File: config.mk
export PLATFORM = sky130hd
export DESIGN_NAME = double_ended_queue
export DESIGN_NICKNAME = d
export VERILOG_FILES = /design/src/sv/dq_pkg.sv /design/src/sv/dq_ram.sv /design/src/sv/double_ended_queue.sv
export SDC_FILE = /design/constraint.sdc
export NUM_CORES = 1
export LEC_CHECK = 0
export ABC_CLOCK_PERIOD_IN_PS = 6600
export BUFFER_PORTS_ARGS = -buffer_cell sky130_fd_sc_hd__buf_4
export CAP_MARGIN = 30
export CORE_MARGIN = 5
export CORE_UTILIZATION = 25
export DETAILED_ROUTE_END_ITERATION = 10
export PLACE_DENSITY_LB_ADDON = 0.1
export SETUP_SLACK_MARGIN = 0.1
export SKIP_LAST_GASP = 1
export SLEW_MARGIN = 20
export SYNTH_ARGS = -nofsm -noshare
export SYNTH_HDL_FRONTEND = slang
export SYNTH_HIERARCHICAL = 1
export SYNTH_SLANG_ARGS = --single-unit
File: constraint.sdc
create_clock -name clk -period 6.6 [get_ports clk]
set_clock_uncertainty 0.05 [all_clocks]
set_input_delay 1.32 -clock clk [delete_from_list [all_inputs] [get_ports clk]]
set_output_delay 1.32 -clock clk [all_outputs]
set_load 0.02 [all_outputs]
File: src/sv/dq_pkg.sv
// Shared types, codes and index helpers for the double-ended queue.
package dq_pkg;

  // Store geometry
  localparam int DEPTH  = 16;
  localparam int ADDR_W = $clog2(DEPTH);
  localparam int CNT_W  = $clog2(DEPTH + 1);
  localparam int SUM_W  = CNT_W + 1;
  localparam int DATA_W = 32;

  typedef logic [ADDR_W-1:0] addr_t;
  typedef logic [CNT_W-1:0]  cnt_t;
  typedef logic [DATA_W-1:0] data_t;

  // Command codes carried in the input item
  typedef enum logic [2:0] {
    CMD_PUSH_FRONT = 3'd0,
    CMD_PUSH_BACK  = 3'd1,
    CMD_POP_FRONT  = 3'd2,
    CMD_POP_BACK   = 3'd3,
    CMD_DUMP       = 3'd4
  } cmd_t;

  // Result status codes
  typedef enum logic [1:0] {
    ST_OK    = 2'd0,
    ST_EMPTY = 2'd1,
    ST_FULL  = 2'd2
  } status_t;

  // Control sequencer states
  typedef enum logic [1:0] {
    S_IDLE,
    S_EXEC,
    S_DUMP,
    S_WAIT
  } state_t;

  // Ring slot at a given distance behind base, wrapping at DEPTH
  function automatic addr_t slot_after(addr_t base, cnt_t offset);
    logic [SUM_W-1:0] sum;
    sum = SUM_W'(base) + SUM_W'(offset);
    if (sum >= SUM_W'(DEPTH)) begin
      sum = sum - SUM_W'(DEPTH);
    end
    return sum[ADDR_W-1:0];
  endfunction

endpackage

File: src/sv/dq_ram.sv
// Simple dual-port RAM, one write and one registered read per cycle.
module dq_ram #(
  parameter int DEPTH_P  = 16,
  parameter int WIDTH_P  = 32,
  parameter int ADDR_W_P = $clog2(DEPTH_P)
) (
  input  logic                clk,
  input  logic                we,
  input  logic [ADDR_W_P-1:0] waddr,
  input  logic [WIDTH_P-1:0]  wdata,
  input  logic [ADDR_W_P-1:0] raddr,
  output logic [WIDTH_P-1:0]  rdata
);

  logic [WIDTH_P-1:0] mem [DEPTH_P];

  // Write port
  always_ff @(posedge clk) begin
    if (we) begin
      mem[waddr] <= wdata;
    end
  end

  // Read port, registered
  always_ff @(posedge clk) begin
    rdata <= mem[raddr];
  end

endmodule

File: src/sv/double_ended_queue.sv
// Double-ended queue of signed 32-bit values held in a ring RAM.
// Push and error results: loaded in the execute state, which then returns to idle.
// Pops: RAM read issued in execute; the wait state loads the read data as the result.
// Dump: per entry, read in the dump state and loaded in the wait state, front to back.
// Unused codes: no result. Items are taken only in idle. A held result stalls the sequencer.
// Sync active-high reset clears front, count and sequencer; RAM kept, only occupied slots read.
module double_ended_queue (
  input  logic        clk,
  input  logic        rst,
  input  logic        s_axis_tvalid,
  output logic        s_axis_tready,
  input  logic [39:0] s_axis_tdata,  // [2:0] cmd, [34:3] value, [39:35] zero
  output logic        m_axis_tvalid,
  input  logic        m_axis_tready,
  output logic [31:0] m_axis_tdata,  // [31:0] data
  output logic [1:0]  m_axis_tuser,  // [1:0] status
  output logic        m_axis_tlast   // last
);

  import dq_pkg::*;

  state_t  state, state_next;
  addr_t   front, front_next;
  cnt_t    count, count_next;
  cnt_t    idx, idx_next;
  cmd_t    cmd_r;
  data_t   value_r;

  logic    out_valid, out_valid_next;
  status_t out_status, out_status_next;
  data_t   out_data, out_data_next;
  logic    out_last, out_last_next;

  logic    ram_we;
  addr_t   ram_waddr;
  data_t   ram_rdata;
  addr_t   ram_raddr;

  logic    out_free;
  logic    is_full;
  logic    is_empty;
  logic    dump_end;

  // Ring store
  dq_ram #(
    .DEPTH_P (DEPTH),
    .WIDTH_P (DATA_W)
  ) u_ram (
    .clk   (clk),
    .we    (ram_we),
    .waddr (ram_waddr),
    .wdata (value_r),
    .raddr (ram_raddr),
    .rdata (ram_rdata)
  );

  assign out_free = !out_valid || m_axis_tready;
  assign is_full  = (count == CNT_W'(DEPTH));
  assign is_empty = (count == '0);
  assign dump_end = (idx == count - CNT_W'(1));

  // Sequencer: next state, index updates, RAM control and result load.
  // A pop or dump read is issued only when the output register is free, so
  // the result can be loaded unconditionally when the read data returns.
  // Writes finish before any later item is executed: no same-entry overlap.
  always_comb begin
    state_next      = state;
    front_next      = front;
    count_next      = count;
    idx_next        = idx;
    out_valid_next  = out_valid && !m_axis_tready;
    out_status_next = out_status;
    out_data_next   = out_data;
    out_last_next   = out_last;
    ram_we          = 1'b0;
    ram_waddr       = front;
    ram_raddr       = front;

    case (state)
      S_IDLE: begin
        if (s_axis_tvalid) begin
          state_next = S_EXEC;
        end
      end

      S_EXEC: begin
        if (out_free) begin
          state_next = S_IDLE;
          case (cmd_r)
            CMD_PUSH_FRONT, CMD_PUSH_BACK: begin
              out_valid_next = 1'b1;
              out_last_next  = 1'b1;
              if (is_full) begin
                out_status_next = ST_FULL;
                out_data_next   = '0;
              end else begin
                ram_we = 1'b1;
                if (cmd_r == CMD_PUSH_FRONT) begin
                  ram_waddr  = (front == '0) ? ADDR_W'(DEPTH - 1) : front - ADDR_W'(1);
                  front_next = ram_waddr;
                end else begin
                  ram_waddr = slot_after(front, count);
                end
                count_next      = count + CNT_W'(1);
                out_status_next = ST_OK;
                out_data_next   = value_r;
              end
            end

            CMD_POP_FRONT, CMD_POP_BACK, CMD_DUMP: begin
              if (is_empty) begin
                out_valid_next  = 1'b1;
                out_status_next = ST_EMPTY;
                out_data_next   = '0;
                out_last_next   = 1'b1;
              end else if (cmd_r == CMD_DUMP) begin
                idx_next   = '0;
                state_next = S_DUMP;
              end else begin
                if (cmd_r == CMD_POP_FRONT) begin
                  ram_raddr  = front;
                  front_next = slot_after(front, CNT_W'(1));
                end else begin
                  ram_raddr = slot_after(front, count - CNT_W'(1));
                end
                count_next = count - CNT_W'(1);
                state_next = S_WAIT;
              end
            end

            // unused command codes give no result
            default: state_next = S_IDLE;
          endcase
        end
      end

      S_DUMP: begin
        if (out_free) begin
          ram_raddr  = slot_after(front, idx);
          state_next = S_WAIT;
        end
      end

      S_WAIT: begin
        out_valid_next  = 1'b1;
        out_status_next = ST_OK;
        out_data_next   = ram_rdata;
        if (cmd_r == CMD_DUMP && !dump_end) begin
          out_last_next = 1'b0;
          idx_next      = idx + CNT_W'(1);
          state_next    = S_DUMP;
        end else begin
          out_last_next = 1'b1;
          state_next    = S_IDLE;
        end
      end

      default: state_next = S_IDLE;
    endcase
  end

  // Control registers
  always_ff @(posedge clk) begin
    if (rst) begin
      state     <= S_IDLE;
      front     <= '0;
      count     <= '0;
      idx       <= '0;
      out_valid <= 1'b0;
    end else begin
      state     <= state_next;
      front     <= front_next;
      count     <= count_next;
      idx       <= idx_next;
      out_valid <= out_valid_next;
    end
  end

  // Payload registers
  always_ff @(posedge clk) begin
    if (s_axis_tvalid && s_axis_tready) begin
      cmd_r   <= cmd_t'(s_axis_tdata[2:0]);
      value_r <= s_axis_tdata[34:3];
    end
    out_status <= out_status_next;
    out_data   <= out_data_next;
    out_last   <= out_last_next;
  end

  // Ports
  assign s_axis_tready = (state == S_IDLE);
  assign m_axis_tvalid = out_valid;
  assign m_axis_tdata  = out_data;
  assign m_axis_tuser  = out_status;
  assign m_axis_tlast  = out_last;

endmodule

==> results.yml, run 1 <==
clocking:
  cts_sinks: 631
  clk_pin_slew_worst_paths_ps: 60
  cts-resized-gates: 0
  cts.htree.levels: 3
  root_buffer: "clkbuf_16"
  clockBufferDepth: 3
  clock_latency_ps: 610
  cts_tree: "built"
  cts_hold_buf: 0
  post_cts_buffers: 0
  cts_buffers: 73
logic_synthesis:
  synth_cell_types: 59
  ys_ff_latch: 631
  syn_area_um2: 24200
  synth_ff_type: "edfxtp_1"
  synth_cells: 1186
  synth_seq_area_share_pct: 76.4
  syn_avg_cell_area_um2: 20.4
  synth_edf_count: 582
  syn_nets: 1251
  async_flop_share_pct: 0
  ys_warn_count: 6
global_route:
  grt_max_degree: 49
  grt_antenna_before_repair: 0
  track_usage_pct: 12.2
  grt_pass1_vias: 12500
  grt_pass1_wl_mm: 91.9
  grt_overflow_total: 0
setup_path:
  start_kind: "input port"
  crit_end: "u_ram/mem[2][14]$_DFFE_PP_"
  max_stage_delay_ps: 640
  cp.buffers_inverters: 2
  reg2reg_slack_ps: 2260
  critPathSlowestCell: "nor3b_2"
  r2r_end: "u_ram/mem[2][14]$_DFFE_PP_"
  crit_start: "m_axis_tready"
  path_class: "in -> reg"
  crit_path_max_fanout: 27
  cp_cell_sequence: "buf_4 -> nand2b_1 -> nand2b_1 -> nor3b_2 -> o21ai_0 -> a22o_1 -> or3b_2 -> nor2_4 -> buf_4"
  worstPathArrival_ps: 4600
  r2r_cells: 10
  cp.required_ps: 6780
  r2r_start: "count[0]$_SDFFE_PP0P_"
  cp-end-kind: "register"
  critical_path_depth: 9
  critPathTopFamily: "simple AND/OR/NAND/NOR gates"
sta:
  setup_tns_ps: 0
  slew_headroom_pct: 44.8
  period_share_pct: 66.9
  worstMarginPinSlew_ps: 827
  final_hold_viol_count: 0
  hold_slack_ps: 476
  rsz0062_at_grt: "false"
  period_minus_slack_ps: 4420
  setup_violations: 0
  max_freq_mhz: 226
  finalMaxSlewViolations: 0
floorplanning:
  initial_utilization_pct: 25.1
  dieArea_um2: 103000
  core_region_area_um2: 96300
  die_w_um: 321
  io_pins: 81
  die_y_um: 321
  fp-row-count: 114
routing:
  num_vias: 11700
  drc: 0
  ant_nets: 0
  wl_mm: 63.2
  routed_via_density: 4.40
  first_iter_violations: 808
  drt_first_pass_iters: 5
  wl_per_cell_um: 23.8
hold_path:
  min_path_type: "reg -> reg"
finish:
  fin_nets: 1382
  n_antenna_cell: 0
  final_cell_mix: "edfxtp_1, mux4_2, buf_4, clkbuf_16, a22oi_1"
  final_common_cell: "edfxtp_1"
  area_growth_pct: 20.7
  drive_gt1_share_pct: 28.5
  stdcell_count: 2654
  final_core_util_pct: 30.3
  fillers: 9385
outcome:
  outcome: "completed"
power:
  fin_total_pwr_mw: 9.04
  p_leak_nw: 9.19
  power.density_nw_per_um2: 310
  ir_drop_mv: 0.149
run:
  cap_violations: 0
placed_design:
  gp_congestion: 0.693
  port_buffers: 75
  dp.final_hpwl_mm: 35.0
  place_inst: 2517
-- flip-flops by register name, summed over array words and instances (netlist names), 3 cells and up --
name	count
u_ram/rdata	32
m_axis_tdata	32
front	4
u_ram/mem	512
idx	5
value_r	32
cmd_r	3
count	5
-- how the worst min path moves through the flow --
stage,start,to,slack (ps),depth (start not counted)
finish,u_ram/rdata[12]$_DFF_P_,m_axis_tdata[12]$_DFFE_PP_,480,1
global route,u_ram/rdata[30]$_DFF_P_,m_axis_tdata[30]$_DFFE_PP_,490,1
CTS,u_ram/rdata[2]$_DFF_P_,m_axis_tdata[2]$_DFFE_PP_,480,1
detailed placement,u_ram/rdata[23]$_DFF_P_,m_axis_tdata[23]$_DFFE_PP_,470,1
global placement,u_ram/rdata[19]$_DFF_P_,m_axis_tdata[19]$_DFFE_PP_,470,1
floorplan,idx[2]$_SDFFE_PP0P_,idx[2]$_SDFFE_PP0P_,440,2
-- stage by stage --
step	setup WS [ps]	area, µm²
finish	2180	29100
global route	1970	29100
CTS	2150	29100
detailed placement	1540	26700
global placement	1560	26600
floorplan	1040	24200
-- logic make-up after synthesis --
family,count (synthesis),share of synthesized area (%)
mux,134,12.2
simple gates,141,2.99
xor+xnor,19,0.751
flops,631,76.4
fa+ha+maj,21,1.18
buf+inv,77,1.47
compound gates,163,5.01
-- worst register-to-register path: stages (launching register included) --
cell and delay [ps]:
dfxtp_1 520, inv_1 120, ha_1 290, nor3b_2 220, nand2_1 180, nor3b_2 650, o21ai_0 200, a22o_1 310
or3b_2 600, nor2_4 250, buf_4 560
-- routing by layer --
| metal | track usage [%] | vias to the layer above | routed length, µm |
|---|---|---|---|
| met5 | 0 | - | 0 |
| met4 | 3.64 | 0 | 1580 |
| met3 | 2.03 | 86 | 1960 |
| met2 | 19.8 | 192 | 30000 |
| met1 | 17.1 | 6210 | 29600 |
| li1 | - | 5182 | - |
-- cell usage after synthesis (4+ instances only) --
| library cell | n | area share, % |
|---|---|---|
| nor3_1 | 10 | 0.21 |
| a22o_1 | 34 | 1.2 |
| o21ai_0 | 10 | 0.21 |
| nand2_1 | 48 | 0.75 |
| xor2_1 | 6 | 0.22 |
| a21o_1 | 4 | 0.12 |
| buf_2 | 13 | 0.27 |
| buf_1 | 10 | 0.16 |
| nand3_1 | 9 | 0.19 |
| a211oi_1 | 6 | 0.19 |
| ha_1 | 18 | 0.93 |
| and3_1 | 4 | 0.10 |
| inv_1 | 16 | 0.25 |
| mux4_2 | 128 | 12 |
| nor2_1 | 32 | 0.50 |
| a21oi_1 | 21 | 0.44 |
| nor3b_2 | 4 | 0.21 |
| dfxtp_1 | 49 | 4.1 |
| clkbuf_1 | 27 | 0.42 |
| xnor2_1 | 12 | 0.44 |
| a22oi_1 | 64 | 2.0 |
| nor2b_1 | 4 | 0.10 |
| a31oi_1 | 4 | 0.10 |
| nand2b_1 | 8 | 0.21 |
| edfxtp_1 | 582 | 72 |
| mux2i_1 | 4 | 0.17 |
| buf_4 | 9 | 0.28 |
-- where the power goes --
group	leakage, nW	internal, mW	switching [mW]	total (mW)
combinational	2.34	0.153	0.207	0.360
clock	1.18	2.48	1.66	4.14
sequential	5.67	4.45	0.0819	4.53
total	9.19	7.09	1.95	9.04
-- layout make-up --
cell class	instances	area [µm²]	area share (%)
Clock buffer	96	1980	6.78
Clock inverter	40	465	1.60
Inverter	16	60.1	0.206
Multi-Input combinational cell	478	5510	18.9
Sequential cell	631	18500	63.3
Tap cell	1276	1600	5.48
Timing Repair Buffer	117	1080	3.70
No activity file was read; power rests on OpenSTA's default activity.
==> run 2, diff against run 1 <==
--- a/config.mk
+++ b/config.mk
@@ -5,7 +5,8 @@
 export SDC_FILE = /design/constraint.sdc
 export NUM_CORES = 1
 export LEC_CHECK = 0
-export ABC_CLOCK_PERIOD_IN_PS = 6600
+export ABC_AREA = 1
+export ABC_CLOCK_PERIOD_IN_PS = 4500
 export BUFFER_PORTS_ARGS = -buffer_cell sky130_fd_sc_hd__buf_4
 export CAP_MARGIN = 30
 export CORE_MARGIN = 5
==> constraint.sdc (replaced) <==
create_clock -name clk -period 4.5 [get_ports clk]
set_clock_uncertainty 0.05 [all_clocks]
set_input_delay 0.9 -clock clk [delete_from_list [all_inputs] [get_ports clk]]
set_output_delay 0.9 -clock clk [all_outputs]
set_load 0.02 [all_outputs]
==> run 2 against run 1 <==
First-iteration DRC count increased by 28%; global-route usage increased by 1.2 points; critical path depth increased by 5; setup slack got worse by 1200 ps; power increased by 68%; combinational power rose to 4.8 times the previous value; largest cell class unchanged; highest routed layer unchanged.
==> results.yml, run 2 <==
routing:
  drc: 0
  wl_per_cell_um: 18.8
  first_iter_violations: 1037
  drt_first_pass_iters: 5
  wl_mm: 78.5
  routed_via_density: 4.22
  num_vias: 17600
  ant_nets: 0
finish:
  stdcell_count: 4166
  fin_nets: 2750
  n_antenna_cell: 0
  final_common_cell: "nand2_1"
  largest_reg_flops: 512
  top_register: "u_ram/mem"
  drive_gt1_share_pct: 11.1
  area_growth_pct: 19.2
  final_cell_mix: "nand2_1, edfxtp_1, inv_1, nand3_1, buf_4"
  fillers: 11000
global_route:
  grt_antenna_before_repair: 0
  grt_pass1_wl_mm: 116
  grt_overflow_total: 0
  grt_max_degree: 115
  track_usage_pct: 13.5
  grt_pass1_vias: 17700
logic_synthesis:
  synth_ff_type: "edfxtp_1"
  syn_avg_cell_area_um2: 10.5
  synth-simple-area-share_pct: 20.0
  yosysTopAreaCellShare_pct: 64.2
  ys_ff_latch: 631
  syn_area_um2: 27200
  syn_nets: 2664
  synthTopCellsByCount: "nand2_1, edfxtp_1, inv_1, nand3_1, o21ai_0"
  synth_seq_area_share_pct: 67.8
  ys_top_cells_by_area: "edfxtp_1, nand2_1, nand3_1, inv_1, dfxtp_1"
  synthMuxAreaShare_pct: 0
  synth.largest_area_cell: "edfxtp_1"
  async_flop_share_pct: 0
  synth_cells: 2599
  yosysMostFrequentCell: "nand2_1"
  synth_edf_count: 582
  synth-compound-area-share_pct: 1.83
  synth_top_family_by_area: "simple AND/OR/NAND/NOR gates"
  synth_fa_ha_area_share_pct: 1.05
  synth_xor_xnor_area_share_pct: 0.482
  ys_warn_count: 6
  synth_cell_types: 38
sta:
  slew_headroom_pct: 49.4
  finalMaxSlewViolations: 0
  setup_tns_ps: 0
  setup_ws_ps: 977
  period_share_pct: 78.3
  rsz0062_at_grt: "false"
  setup_violations: 0
  period_minus_slack_ps: 3520
  final_hold_viol_count: 0
  worstMarginPinSlew_ps: 760
  max_freq_mhz: 284
floorplanning:
  dieArea_um2: 116000
  die_w_um: 340
  io_pins: 81
  initial_utilization_pct: 25.1
  core_region_area_um2: 109000
  fp-row-count: 121
  die_y_um: 340
clocking:
  cts_buffers: 79
  cts_sinks: 631
  root_buffer: "clkbuf_16"
  clock_latency_ps: 630
  cts.htree.levels: 3
  cts-resized-gates: 0
  clk_pin_slew_worst_paths_ps: 60
  cts_tree: "built"
  clockBufferDepth: 3
  post_cts_buffers: 0
  cts_hold_buf: 0
power:
  clkPwrFrac_pct: 43.8
  combPwrFrac_pct: 11.5
  p_leak_nw: 13.2
  switching_share_pct: 25.9
  p_int_mw: 11.3
  power_switching_mw: 3.93
  power.density_nw_per_um2: 468
  pwr-share-seq_pct: 44.7
  ir_drop_mv: 0.240
placed_design:
  gp_congestion: 0.745
  dp.final_hpwl_mm: 40.0
  place_inst: 4018
  port_buffers: 75
  dp_slack_ps: 762
hold_path:
  min_path_type: "in -> reg"
setup_path:
  cp.required_ps: 4950
  max_stage_delay_ps: 500
  start_kind: "register"
  path_class: "reg -> reg"
  cp_cell_sequence: "inv_1 -> ha_1 -> inv_1 -> nand2_1 -> nand2_1 -> ha_1 -> xnor2_1 -> o21ai_0 -> a31oi_4 -> inv_2 -> buf_12 -> nand3_1 -> nand3_1 -> nand2_1"
  worstPathArrival_ps: 3970
  critPathTopFamily: "buffers and inverters"
  cp-end-kind: "register"
  cp.buffers_inverters: 4
  critPathSlowestCell: "inv_2"
  worst_path_most_repeated_cell: "nand2_1"
  crit_path_max_fanout: 26
outcome:
  outcome: "completed"
run:
  cap_violations: 0
-- run 2: changes by cell type in the layout (fill, tap and decap cells not counted), moves of 9 or more --
cell      change
nand2_1     +756
inv_1       +407
nand3_1     +405
mux4_2      -128
a22oi_1      -64
o21ai_0      +42
a22o_1       -34
buf_12       +13
clkbuf_1     -11
nor2_1       +11
clkinv_2      +9
-- run 2: routing by layer --
layer  global-route usage [%]  vias up  wire length [µm]  share of wire (%)
met5                        0        -                 0                  0
met4                     3.80        0              1520                1.9
met3                     1.99       93              2800                3.6
met2                     23.4      268             38300                 49
met1                     17.5     8529             35900                 46
li1                         -     8672                 -                  -
-- run 2: logic make-up after synthesis --
logic type | count (synthesis)
AO/OA/AOI/OAI | 93
XOR/XNOR | 15
adder cells (fa/ha/maj) | 21
buffers and inverters | 552
flip-flops | 631
AND/OR/NAND/NOR | 1287
-- run 2: worst paths after layout --
| check | start | to | slack [ps] | cells after the start |
|---|---|---|---|---|
| worst min-delay path | s_axis_tdata[13] | value_r[10]$_DFFE_PP_ | 400 | 1 |
| worst max-delay path | count[0]$_SDFFE_PP0P_ | u_ram/rdata[30]$_DFF_P_ | 980 | 14 |
| worst min register to register | idx[4]$_SDFFE_PP0P_ | idx[4]$_SDFFE_PP0P_ | 460 | 2 |
| worst max register to register | count[0]$_SDFFE_PP0P_ | u_ram/rdata[30]$_DFF_P_ | 980 | 14 |
-- run 2: area by class of cell --
class                   instances  area (µm²)  share of cell area, %
inverters                     430        1620                   5.00
clock buffers                  98        2180                   6.72
multi-input cells            1416        6550                   20.2
flip-flops and latches        631       18500                   56.9
well taps                    1414        1770                   5.45
repair buffers                127        1280                   3.94
clock inverters                50         594                   1.83
-- run 2: per-stage QoR --
| stage | area (µm²) | util, % | power (mW) | hold slack [ps] |
|---|---|---|---|---|
| floorplan | 27200 | - | 8.07 | 426 |
| global placement | 29700 | 27.3 | 8.71 | 445 |
| detailed placement | 29700 | 27.3 | 8.71 | 454 |
| CTS | 32500 | 29.9 | 15.5 | 337 |
| global route | 32500 | 29.9 | 15.9 | 359 |
| finish | 32500 | 29.9 | 15.2 | 398 |
-- run 2: power groups by stage --
| stage | registers (mW) | logic [mW] | clock network, mW |
|---|---|---|---|
| 6_report | 6.79 | 1.74 | 6.66 |
| 5_1_grt | 6.82 | 1.96 | 7.13 |
| 4_1_cts | 6.80 | 1.80 | 6.90 |
| 3_5_place_dp | 6.92 | 1.79 | 0 |
| 3_3_place_gp | 6.92 | 1.79 | 0 |
| 2_1_floorplan | 6.87 | 1.19 | 0 |
==> run 3, diff against run 2 <==
--- a/config.mk
+++ b/config.mk
@@ -5,8 +5,8 @@
 export SDC_FILE = /design/constraint.sdc
 export NUM_CORES = 1
 export LEC_CHECK = 0
-export ABC_AREA = 1
-export ABC_CLOCK_PERIOD_IN_PS = 4500
+export ABC_AREA = 0
+export ABC_CLOCK_PERIOD_IN_PS = 3300
 export BUFFER_PORTS_ARGS = -buffer_cell sky130_fd_sc_hd__buf_4
 export CAP_MARGIN = 30
 export CORE_MARGIN = 5
==> constraint.sdc (replaced) <==
create_clock -name clk -period 3.3 [get_ports clk]
set_clock_uncertainty 0.05 [all_clocks]
set_input_delay 0.66 -clock clk [delete_from_list [all_inputs] [get_ports clk]]
set_output_delay 0.66 -clock clk [all_outputs]
set_load 0.02 [all_outputs]
==> run 3 against run 2 <==
Sequential share of layout area is 3.3 points higher; sequential cell count is the same; global-route usage down 0.73 points; non-clock buffer count rose by 77; setup slack worse by 860 ps; via count fell by 31%; critical path depth decreased by 3; register-to-register slack lost 860 ps; power increased by 21%; final cell count is 34% lower; final area decreased by 5.4%; worst hold slack worse by 230 ps; critical path type unchanged.
==> results.yml, run 3 (synthesized netlist as in run 1, its figures left out) <==
sta:
  slew_headroom_pct: 48.4
  period_share_pct: 96.6
  final_hold_viol_count: 0
  period_minus_slack_ps: 3190
  finalMaxSlewViolations: 0
  rsz0062_at_grt: "true"
  worstMarginPinSlew_ps: 772
  max_freq_mhz: 314
  setup_violations: 0
placed_design:
  place_inst: 2588
  dp.final_hpwl_mm: 38.1
  gp_congestion: 0.710
  port_buffers: 75
clocking:
  clock_latency_ps: 610
  clk_pin_slew_worst_paths_ps: 60
  cts_sinks: 631
  root_buffer: "clkbuf_16"
  cts.htree.levels: 3
  cts_tree: "built"
  cts_buffers: 75
  cts_hold_buf: 0
  clockBufferDepth: 3
finish:
  n_antenna_cell: 0
  final_common_cell: "edfxtp_1"
  area_growth_pct: 27.1
  top_register: "u_ram/mem"
  multi_input_area_um2: 5750
  seq_area_um2: 18500
  final_core_util_pct: 31.9
  largest_reg_flops: 512
  drive_gt1_share_pct: 36.1
  fin_nets: 1471
  fillers: 9212
  stdcell_count: 2741
  final_cell_mix: "edfxtp_1, buf_4, mux4_2, clkbuf_16, buf_12"
floorplanning:
  fp-row-count: 114
  io_pins: 81
  die_w_um: 321
  core_region_area_um2: 96300
  initial_utilization_pct: 25.1
  dieArea_um2: 103000
  die_y_um: 321
setup_path:
  worst_path_most_repeated_cell: "buf_12"
  critPathSlowestCell: "a221o_4"
  r2r_start: "count[0]$_SDFFE_PP0P_"
  crit_end: "u_ram/rdata[19]$_DFF_P_"
  worstPathArrival_ps: 3630
  cp-end-kind: "register"
  crit_start: "count[0]$_SDFFE_PP0P_"
  max_stage_delay_ps: 480
  reg2reg_slack_ps: 110
  r2r_end: "u_ram/rdata[19]$_DFF_P_"
  crit_path_max_fanout: 9
  cp_cell_sequence: "inv_4 -> ha_4 -> or4b_4 -> and4_4 -> and3_4 -> a221o_4 -> buf_12 -> buf_12 -> mux4_2 -> a22oi_2 -> nand2_1"
  path_class: "reg -> reg"
  cp.required_ps: 3740
  start_kind: "register"
  r2r_cells: 11
global_route:
  grt_pass1_wl_mm: 95.2
  grt_pass1_vias: 13100
  track_usage_pct: 12.7
  grt_max_degree: 27
  grt_antenna_before_repair: 0
  grt_overflow_total: 0
power:
  p_leak_nw: 9.85
  power.density_nw_per_um2: 597
  ir_drop_mv: 0.305
routing:
  ant_nets: 0
  wl_mm: 66.6
  drt_first_pass_iters: 4
  drc: 0
  num_vias: 12200
  wl_per_cell_um: 24.3
  first_iter_violations: 763
  routed_via_density: 4.44
hold_path:
  min_path_type: "in -> reg"
  worstHoldStart: "s_axis_tdata[12]"
  hold_depth: 1
outcome:
  outcome: "completed"
run:
  cap_violations: 0
run 3: worst min path at each step:
stage                                       to  slack, ps
finish                    value_r[9]$_DFFE_PP_        170
global route              value_r[7]$_DFFE_PP_        130
CTS                       value_r[7]$_DFFE_PP_        110
detailed placement   m_axis_tdata[1]$_DFFE_PP_        470
global placement    m_axis_tdata[28]$_DFFE_PP_        470
floorplan                  idx[2]$_SDFFE_PP0P_        440
run 3: through the flow:
| step | cell area [µm²] | setup slack (ps) | setup TNS (ps) | power [mW] | hold WS [ps] |
|---|---|---|---|---|---|
| floorplan | 24300 | -16.1 | -580 | 9.64 | 438 |
| global placement | 27800 | -76.8 | -233 | 10.1 | 469 |
| detailed placement | 27800 | -63.7 | -111 | 10.1 | 467 |
| CTS | 30500 | 71.0 | 0 | 18.6 | 114 |
| global route | 30700 | 51.5 | 0 | 19.1 | 129 |
| finish | 30700 | 114 | 0 | 18.3 | 168 |
run 3: cell type report:
type,instances,share of cell area [%]
flip-flops and latches,631,60.1
multi-input cells,478,18.7
repair buffers,204,7.55
clock buffers,102,6.84
well taps,1276,5.20
clock inverters,34,1.33
inverters,16,0.204
run 3: power by group:
group | internal, mW | total (mW) | switching [mW]
registers | 8.91 | 9.07 | 0.160
logic | 0.405 | 0.873 | 0.468
clock network | 5.10 | 8.38 | 3.29
run 3: repair_timing:
action / in CTS / in global routing
setup endpoints to repair: 57 / 143
cloned: 3 / 2
resized for setup: 29 / 22
pin swaps: 15 / 13
setup buffers: 5 / 8
run 3: routing by layer:
metal	vias up	track usage (%)	share of wire (%)
met5	-	0	0
met4	0	3.35	1.7
met3	84	2.22	3.5
met2	192	20.6	48
met1	6538	17.8	47
li1	5359	-	-
run 3: critical path: cells and delay by family (launching register included):
kind                     cells  cell delay [ps]
AND/OR/NAND/NOR              4              930
buffers and inverters        3              420
flip-flops                   1              350
multiplexers                 1              430
AO/OA/AOI/OAI                2              740
adder cells (fa/ha/maj)      1              130
